## config.mk

```make
export PLATFORM = sky130hd
export DESIGN_NAME = circle_box_overlap_test_unit
export DESIGN_NICKNAME = d
export VERILOG_FILES = /design/src/hw/rtl/cbot_pkg.sv /design/src/hw/rtl/cbot_dist.sv /design/src/hw/rtl/cbot_reduce.sv /design/src/hw/rtl/cbot_radius.sv /design/src/hw/rtl/circle_box_overlap_test_unit.sv
export SDC_FILE = /design/constraint.sdc
export NUM_CORES = 2
export LEC_CHECK = 0
export BUFFER_PORTS_ARGS = -buffer_cell sky130_fd_sc_hd__clkbuf_2
export CORE_MARGIN = 4
export CORE_UTILIZATION = 60
export CTS_BUF_LIST = sky130_fd_sc_hd__clkbuf_2 sky130_fd_sc_hd__clkbuf_4 sky130_fd_sc_hd__clkbuf_8
export CTS_CLUSTER_DIAMETER = 200
export DETAILED_ROUTE_END_ITERATION = 10
export GPL_TIMING_DRIVEN = 0
export MAX_ROUTING_LAYER = met4
export PLACE_DENSITY = 0.77
export SETUP_SLACK_MARGIN = 0.5
export SYNTH_ARGS = -nofsm -noshare
export SYNTH_HDL_FRONTEND = slang
export SYNTH_SLANG_ARGS = --single-unit
export TNS_END_PERCENT = 5
```

## constraint.sdc

```tcl
create_clock -name clk -period 17.9 [get_ports clk]
set_input_delay 3.58 -clock clk [delete_from_list [all_inputs] [get_ports clk]]
set_output_delay 3.58 -clock clk [all_outputs]
set_load 0.05 [all_outputs]
```

## src/hw/rtl/cbot_pkg.sv

```systemverilog
package cbot_pkg;

  // control that travels with an item through the distance stage
  typedef struct packed {
    logic valid;
    logic point;
    logic a_box;
    logic b_box;
  } cbot_ctl_t;

  // control that travels with an item after the test has been reduced
  typedef struct packed {
    logic valid;
    logic round;
    logic box_hit;
  } cbot_tst_t;

  // number of register stages from start to out_valid
  localparam int unsigned LATENCY = 4;

endpackage

```

## src/hw/rtl/cbot_dist.sv

```systemverilog
module cbot_dist #(
  parameter int unsigned COORD_WIDTH = 24
) (
  input  logic                     clk,
  input  logic                     rst_n,
  input  cbot_pkg::cbot_ctl_t      ctl_in,
  input  logic [COORD_WIDTH-1:0]   a_x,
  input  logic [COORD_WIDTH-1:0]   a_y,
  input  logic [COORD_WIDTH-2:0]   a_size_x,
  input  logic [COORD_WIDTH-2:0]   a_size_y,
  input  logic [COORD_WIDTH-1:0]   b_x,
  input  logic [COORD_WIDTH-1:0]   b_y,
  input  logic [COORD_WIDTH-2:0]   b_size_x,
  input  logic [COORD_WIDTH-2:0]   b_size_y,
  output cbot_pkg::cbot_ctl_t      ctl_r,
  output logic [COORD_WIDTH-1:0]   dx_r,
  output logic [COORD_WIDTH-1:0]   dy_r,
  output logic [COORD_WIDTH-2:0]   asx_r,
  output logic [COORD_WIDTH-2:0]   asy_r,
  output logic [COORD_WIDTH-2:0]   bsx_r,
  output logic [COORD_WIDTH-2:0]   bsy_r
);
  import cbot_pkg::*;

  localparam int unsigned W = COORD_WIDTH;

  logic [W:0]   x_ab, x_ba, y_ab, y_ba;
  logic [W-1:0] dx_nxt, dy_nxt;
  cbot_ctl_t    ctl_nxt;

  // absolute centre distance per axis, both orders in parallel
  always_comb begin
    x_ab   = {a_x[W-1], a_x} - {b_x[W-1], b_x};
    x_ba   = {b_x[W-1], b_x} - {a_x[W-1], a_x};
    y_ab   = {a_y[W-1], a_y} - {b_y[W-1], b_y};
    y_ba   = {b_y[W-1], b_y} - {a_y[W-1], a_y};
    dx_nxt = x_ab[W] ? x_ba[W-1:0] : x_ab[W-1:0];
    dy_nxt = y_ab[W] ? y_ba[W-1:0] : y_ab[W-1:0];
    ctl_nxt = ctl_in;
  end

  // control register
  always_ff @(posedge clk) begin
    if (!rst_n) begin
      ctl_r <= '0;
    end else begin
      ctl_r <= ctl_nxt;
    end
  end

  // payload registers
  always_ff @(posedge clk) begin
    dx_r  <= dx_nxt;
    dy_r  <= dy_nxt;
    asx_r <= a_size_x;
    asy_r <= a_size_y;
    bsx_r <= b_size_x;
    bsy_r <= b_size_y;
  end

endmodule

```

## src/hw/rtl/cbot_reduce.sv

```systemverilog
module cbot_reduce #(
  parameter int unsigned COORD_WIDTH = 24
) (
  input  logic                     clk,
  input  logic                     rst_n,
  input  cbot_pkg::cbot_ctl_t      ctl,
  input  logic [COORD_WIDTH-1:0]   dx,
  input  logic [COORD_WIDTH-1:0]   dy,
  input  logic [COORD_WIDTH-2:0]   asx,
  input  logic [COORD_WIDTH-2:0]   asy,
  input  logic [COORD_WIDTH-2:0]   bsx,
  input  logic [COORD_WIDTH-2:0]   bsy,
  output cbot_pkg::cbot_tst_t      tst_r,
  output logic [COORD_WIDTH-1:0]   gx_r,
  output logic [COORD_WIDTH-1:0]   gy_r,
  output logic [COORD_WIDTH-1:0]   rad_r
);
  import cbot_pkg::*;

  localparam int unsigned W = COORD_WIDTH;

  logic [W-1:0] ax_w, ay_w, bx_w, by_w;
  logic [W-1:0] sum_x, sum_y;
  logic [W-1:0] hx, hy;
  logic [W-1:0] gx_nxt, gy_nxt, rad_nxt;
  cbot_tst_t    tst_nxt;

  // extend sizes and form the half size sums
  always_comb begin
    ax_w  = {1'b0, asx};
    ay_w  = {1'b0, asy};
    bx_w  = {1'b0, bsx};
    by_w  = {1'b0, bsy};
    sum_x = ax_w + bx_w;
    sum_y = ay_w + by_w;
    // box whose gap the circle centre is measured to
    hx    = ctl.a_box ? ax_w : bx_w;
    hy    = ctl.a_box ? ay_w : by_w;
  end

  // reduce every test to a box verdict or a gap against a radius
  always_comb begin
    tst_nxt.valid   = ctl.valid;
    tst_nxt.round   = 1'b1;
    tst_nxt.box_hit = 1'b0;
    gx_nxt          = dx;
    gy_nxt          = dy;
    rad_nxt         = ax_w;
    if (ctl.point) begin
      if (ctl.a_box) begin
        tst_nxt.round   = 1'b0;
        tst_nxt.box_hit = (dx <= ax_w) && (dy <= ay_w);
      end
    end else if (ctl.a_box && ctl.b_box) begin
      tst_nxt.round   = 1'b0;
      tst_nxt.box_hit = (dx <= sum_x) && (dy <= sum_y);
    end else if (ctl.a_box || ctl.b_box) begin
      gx_nxt  = (dx > hx) ? dx - hx : '0;
      gy_nxt  = (dy > hy) ? dy - hy : '0;
      rad_nxt = ctl.a_box ? bx_w : ax_w;
    end else begin
      rad_nxt = sum_x;
    end
  end

  // control register
  always_ff @(posedge clk) begin
    if (!rst_n) begin
      tst_r <= '0;
    end else begin
      tst_r <= tst_nxt;
    end
  end

  // payload registers
  always_ff @(posedge clk) begin
    gx_r  <= gx_nxt;
    gy_r  <= gy_nxt;
    rad_r <= rad_nxt;
  end

endmodule

```

## src/hw/rtl/cbot_radius.sv

```systemverilog
module cbot_radius #(
  parameter int unsigned COORD_WIDTH = 24
) (
  input  logic                     clk,
  input  logic                     rst_n,
  input  cbot_pkg::cbot_tst_t      tst,
  input  logic [COORD_WIDTH-1:0]   gx,
  input  logic [COORD_WIDTH-1:0]   gy,
  input  logic [COORD_WIDTH-1:0]   rad,
  output logic                     valid_r,
  output logic                     hit_r
);
  import cbot_pkg::*;

  localparam int unsigned W = COORD_WIDTH;

  cbot_tst_t      sq_tst_r;
  logic           far_r;
  logic [2*W-1:0] sx_r, sy_r, r2_r;
  logic           far_nxt;
  logic [2*W:0]   dist2;
  logic           hit_nxt;

  // squaring stage, gaps beyond the radius settle the test early
  always_comb begin
    far_nxt = (gx > rad) || (gy > rad);
  end

  always_ff @(posedge clk) begin
    if (!rst_n) begin
      sq_tst_r <= '0;
    end else begin
      sq_tst_r <= tst;
    end
  end

  always_ff @(posedge clk) begin
    far_r <= far_nxt;
    sx_r  <= {{W{1'b0}}, gx} * {{W{1'b0}}, gx};
    sy_r  <= {{W{1'b0}}, gy} * {{W{1'b0}}, gy};
    r2_r  <= {{W{1'b0}}, rad} * {{W{1'b0}}, rad};
  end

  // compare stage, squared distance against squared radius
  always_comb begin
    dist2   = {1'b0, sx_r} + {1'b0, sy_r};
    hit_nxt = sq_tst_r.round ? (!far_r && (dist2 <= {1'b0, r2_r})) : sq_tst_r.box_hit;
  end

  always_ff @(posedge clk) begin
    if (!rst_n) begin
      valid_r <= 1'b0;
    end else begin
      valid_r <= sq_tst_r.valid;
    end
  end

  always_ff @(posedge clk) begin
    hit_r <= hit_nxt;
  end

endmodule

```

## src/hw/rtl/circle_box_overlap_test_unit.sv

```systemverilog
// 2D narrow-phase overlap test for circles, axis-aligned boxes and points.
// An item is taken on every clock edge where start is high; busy never rises,
// so one item per cycle goes in without a gap. The verdict appears on out_hit
// with out_valid high for exactly one cycle, in the order the items came in;
// the receiver cannot hold it off and must take it then. The verdict passes
// four register stages: centre distance, reduction of the test to a gap and
// a radius, the three squarers, and the final compare.
// Boundaries count as a hit. No state is kept between items.
module circle_box_overlap_test_unit #(
  parameter int unsigned COORD_WIDTH = 24
) (
  input  logic                   clk,
  input  logic                   rst_n,
  input  logic                   start,
  output logic                   busy,
  input  logic                   in_kind,
  input  logic                   in_a_is_box,
  input  logic [COORD_WIDTH-1:0] in_a_x,
  input  logic [COORD_WIDTH-1:0] in_a_y,
  input  logic [COORD_WIDTH-2:0] in_a_size_x,
  input  logic [COORD_WIDTH-2:0] in_a_size_y,
  input  logic                   in_b_is_box,
  input  logic [COORD_WIDTH-1:0] in_b_x,
  input  logic [COORD_WIDTH-1:0] in_b_y,
  input  logic [COORD_WIDTH-2:0] in_b_size_x,
  input  logic [COORD_WIDTH-2:0] in_b_size_y,
  output logic                   out_valid,
  output logic                   out_hit
);
  import cbot_pkg::*;

  localparam int unsigned W = COORD_WIDTH;

  cbot_ctl_t    ctl_in, ctl_d;
  cbot_tst_t    tst_d;
  logic [W-1:0] dx_d, dy_d;
  logic [W-2:0] asx_d, asy_d, bsx_d, bsy_d;
  logic [W-1:0] gx_d, gy_d, rad_d;

  // the pipeline never stalls
  assign busy = 1'b0;

  // item entry
  always_comb begin
    ctl_in.valid = start && !busy;
    ctl_in.point = in_kind;
    ctl_in.a_box = in_a_is_box;
    ctl_in.b_box = in_b_is_box;
  end

  cbot_dist #(.COORD_WIDTH(W)) u_dist (
    .clk      (clk),
    .rst_n    (rst_n),
    .ctl_in   (ctl_in),
    .a_x      (in_a_x),
    .a_y      (in_a_y),
    .a_size_x (in_a_size_x),
    .a_size_y (in_a_size_y),
    .b_x      (in_b_x),
    .b_y      (in_b_y),
    .b_size_x (in_b_size_x),
    .b_size_y (in_b_size_y),
    .ctl_r    (ctl_d),
    .dx_r     (dx_d),
    .dy_r     (dy_d),
    .asx_r    (asx_d),
    .asy_r    (asy_d),
    .bsx_r    (bsx_d),
    .bsy_r    (bsy_d)
  );

  cbot_reduce #(.COORD_WIDTH(W)) u_reduce (
    .clk   (clk),
    .rst_n (rst_n),
    .ctl   (ctl_d),
    .dx    (dx_d),
    .dy    (dy_d),
    .asx   (asx_d),
    .asy   (asy_d),
    .bsx   (bsx_d),
    .bsy   (bsy_d),
    .tst_r (tst_d),
    .gx_r  (gx_d),
    .gy_r  (gy_d),
    .rad_r (rad_d)
  );

  cbot_radius #(.COORD_WIDTH(W)) u_radius (
    .clk     (clk),
    .rst_n   (rst_n),
    .tst     (tst_d),
    .gx      (gx_d),
    .gy      (gy_d),
    .rad     (rad_d),
    .valid_r (out_valid),
    .hit_r   (out_hit)
  );

endmodule

```

==> results.tsv <==
stage	metric	value	unit
route	routed_wl	205000	um
placed_design	numPortBuffers	195	
cts	clk_path_buf_depth	3	
timing	tns	0	ps
synthesis	synth_area	72600	um2
global_routing	grt_pass1_wl	324000	um
floorplan	die-area	127000	um2
finish	syn2layout_area_growth	6.35	%
route	drc_errors	0	
synthesis	synthesis.instances	8101	
synthesis	synth_edf_count	0	
global_routing	grt_antenna_before_repair	5	
timing	slew_headroom	-2.02	%
timing	fmax	0.108	GHz
placed_design	pre_cts_ws	8880	ps
floorplan	die_h	356	um
synthesis	synth_warnings	0	
cts	htree_levels	3	
timing	min_period	9290	ps
global_routing	grt.total_usage	34.0	%
synthesis	synth-seq-cells	366	
synthesis	yosysUniqueCellTypes	95	
timing	skew	48.6	ps
timing	period_share	51.9	%
placed_design	gp_congestion	1.05	
global_routing	grt_overflow_total	0	
cts	cts_resized	0	
route	first_pass_iters	9	
synthesis	synth_top_area_cell	fa_1	
run_status	violations	capacitance limit, slew limit	
critical_path	timing.rr.end	u_radius.r2_r[47]$_DFF_P_	
critical_path	path_class	reg2reg	
cts	postCtsSetupBuffers	0	
floorplan	core	120000	um2
critical_path	worstSetupStartpointType	register	
synthesis	ys.flop_type	dfxtp_1	
cts	root_buffer	clkbuf_8	
timing	worst_pin_slew	1530	ps
timing	hold_violations	0	
synthesis	synth.area.top_cells	fa_1, ha_1, inv_1	
cts	clk_pin_slew	60	ps
run_status	outcome	complete, but fails checks	
critical_path	end_kind	register	
critical_path	r2r_start	u_reduce.rad_r[7]$_DFF_P_	
placed_design	dp.final_hpwl	174000	um
finish	drive_above_1_share	4.59	%
cts	cts_tree	yes	
synthesis	yosysSeqAreaShare	10.1	%
cts	numCtsBuffers	69	
synthesis	synth_common_cells	inv_1, fa_1, ha_1	
synthesis	synth_nets	10500	
timing	drv_slew	13	
route	detail-route-antenna-nets	0	
critical_path	critPathMaxFanout	11	
finish	final_nets	10800	
finish	nFillCells	9963	
synthesis	synth_top_area_share	35.1	%
route	vias	57100	
synthesis	synth_most_common_cell	inv_1	
worst_hold_path	hold_class	reg2reg	
floorplan	num_rows	127	
cts	ctsHoldBuffers	0	
timing	rsz0062_at_grt	false	
floorplan	die_w	356	um
global_routing	grt_max_degree	13	
finish	final_util	64.3	%
job	maxCapViolations	1	
route	post_drt_wl_per_cell	20.4	um
critical_path	arrival	9900	ps
floorplan	io_pins	197	
synthesis	synth-async-reset-ratio	0	%
timing	setup-violations-final	0	
cts	cts.sinks	366	
route	drt_iter0_drc	4035	
critical_path	crit_required	18520	ps
timing	fin_ws	8610	ps
critical_path	reg2reg_depth	23	
critical_path	endpoint	u_radius.r2_r[47]$_DFF_P_	
critical_path	startpoint	u_reduce.rad_r[7]$_DFF_P_	
global_routing	grt_pass1_vias	61100	
floorplan	initial_core_util	60.5	%
critical_path	rrSetupSlack	8610	ps
synthesis	avgSynthCellArea	8.96	um2
cts	clock_latency	750	ps
route	via_per_inst	5.68	
[routing by layer]
layer / GRT usage, % / up-vias / share of wire [%] / wire, um
met5: - / - / 0 / 0
met4: 20.7 / 0 / 7.5 / 15400
met3: 7.80 / 786 / 9.4 / 19400
met2: 53.2 / 2724 / 45 / 93000
met1: 40.1 / 27700 / 38 / 77000
li1: - / 25800 / - / -
[layout by cell type (no fill, tap or decap), types with 47 or more instances in the layout]
cell type,instances
a21oi_1,373
clkbuf_8,78
ha_1,943
nor3_1,49
mux2i_1,94
xnor2_1,194
dfxtp_1,366
and2_1,232
nand3_1,52
nand4_1,80
nand2_1,666
xor2_1,129
o31ai_1,48
inv_1,1998
clkbuf_2,197
nor2_1,324
a21o_1,253
nand2b_1,47
nor2b_1,77
clkbuf_1,216
o21ai_0,192
fa_1,1274
[stage by stage]
stage	hold slack (ps)	instances	cell area, um2
after CTS	439	10000	77200
after global routing	452	10000	77200
after global placement	415	9908	75600
final	443	10000	77200
after detailed placement	418	9908	75600
after floorplan	347	8101	72600
[worst min-delay path by stage]
stage	start	to	cells past startpoint
after floorplan	u_reduce.gx_r[0]$_DFF_P_	u_radius.sx_r[0]$_DFF_P_	0
after global placement	u_dist.ctl_r[3]$_SDFF_PN0_	u_reduce.tst_r[2]$_SDFF_PN0_	1
final	u_dist.ctl_r[3]$_SDFF_PN0_	u_reduce.tst_r[2]$_SDFF_PN0_	1
after CTS	u_dist.ctl_r[3]$_SDFF_PN0_	u_reduce.tst_r[2]$_SDFF_PN0_	1
after global routing	u_radius.sq_tst_r[2]$_SDFF_PN0_	u_radius.valid_r$_SDFF_PN0_	1
after detailed placement	u_radius.sq_tst_r[2]$_SDFF_PN0_	u_radius.valid_r$_SDFF_PN0_	1
[layout make-up]
cell class                 count  area (um2)  area share, %
antenna                        6        15.0         0.0195
multi-input combinational   5488       56800           73.6
sequential                   366        7330           9.49
tap                         1612        2020           2.61
timing repair buffer         195         976           1.26
inverter                    2008        7540           9.76
clock inverter                34         452          0.585
buffer                       239         941           1.22
clock buffer                  88        1150           1.49
[state kept, by name, summed over array words and instances (netlist names), 24 cells and up]
signal          cells
u_radius.r2_r      47
u_radius.sx_r      47
u_radius.sy_r      47
u_dist.dx_r        24
u_dist.dy_r        24
u_reduce.gx_r      24
u_reduce.gy_r      24
u_reduce.rad_r     24
[worst max-delay path, cell delays in order (launching register included)]
cell,delay [ps]
dfxtp_1,530
clkbuf_1,560
clkinv_1,970
nor2_1,640
fa_1,500
inv_1,120
fa_1,470
fa_1,510
inv_1,60
fa_1,490
inv_1,50
fa_1,590
fa_1,450
fa_1,490
inv_1,40
ha_1,390
nand2_1,120
or3_1,430
nor3_1,620
o21ai_0,300
a31oi_1,350
nand2_1,100
o21ai_0,230
xnor2_1,110
[logic make-up (layout without fill, tap and decap cells)]
group                    after synthesis  after routing  synth area share (%)
multiplexers                         100            100                  1.39
adder cells (fa/ha/maj)             2217           2217                  51.4
flip-flops                           366            366                  10.1
other                                  1              7               0.00517
AND/OR/NAND/NOR                     1634           1634                  10.6
XOR/XNOR                             323            323                  3.90
buffers and inverters               2247           2564                  11.7
AO/OA/AOI/OAI                       1213           1213                  10.9
Power is left out: the tool's default activity adds up to more than one toggle a clock period on the data nets, which glitch-free logic cannot reach.
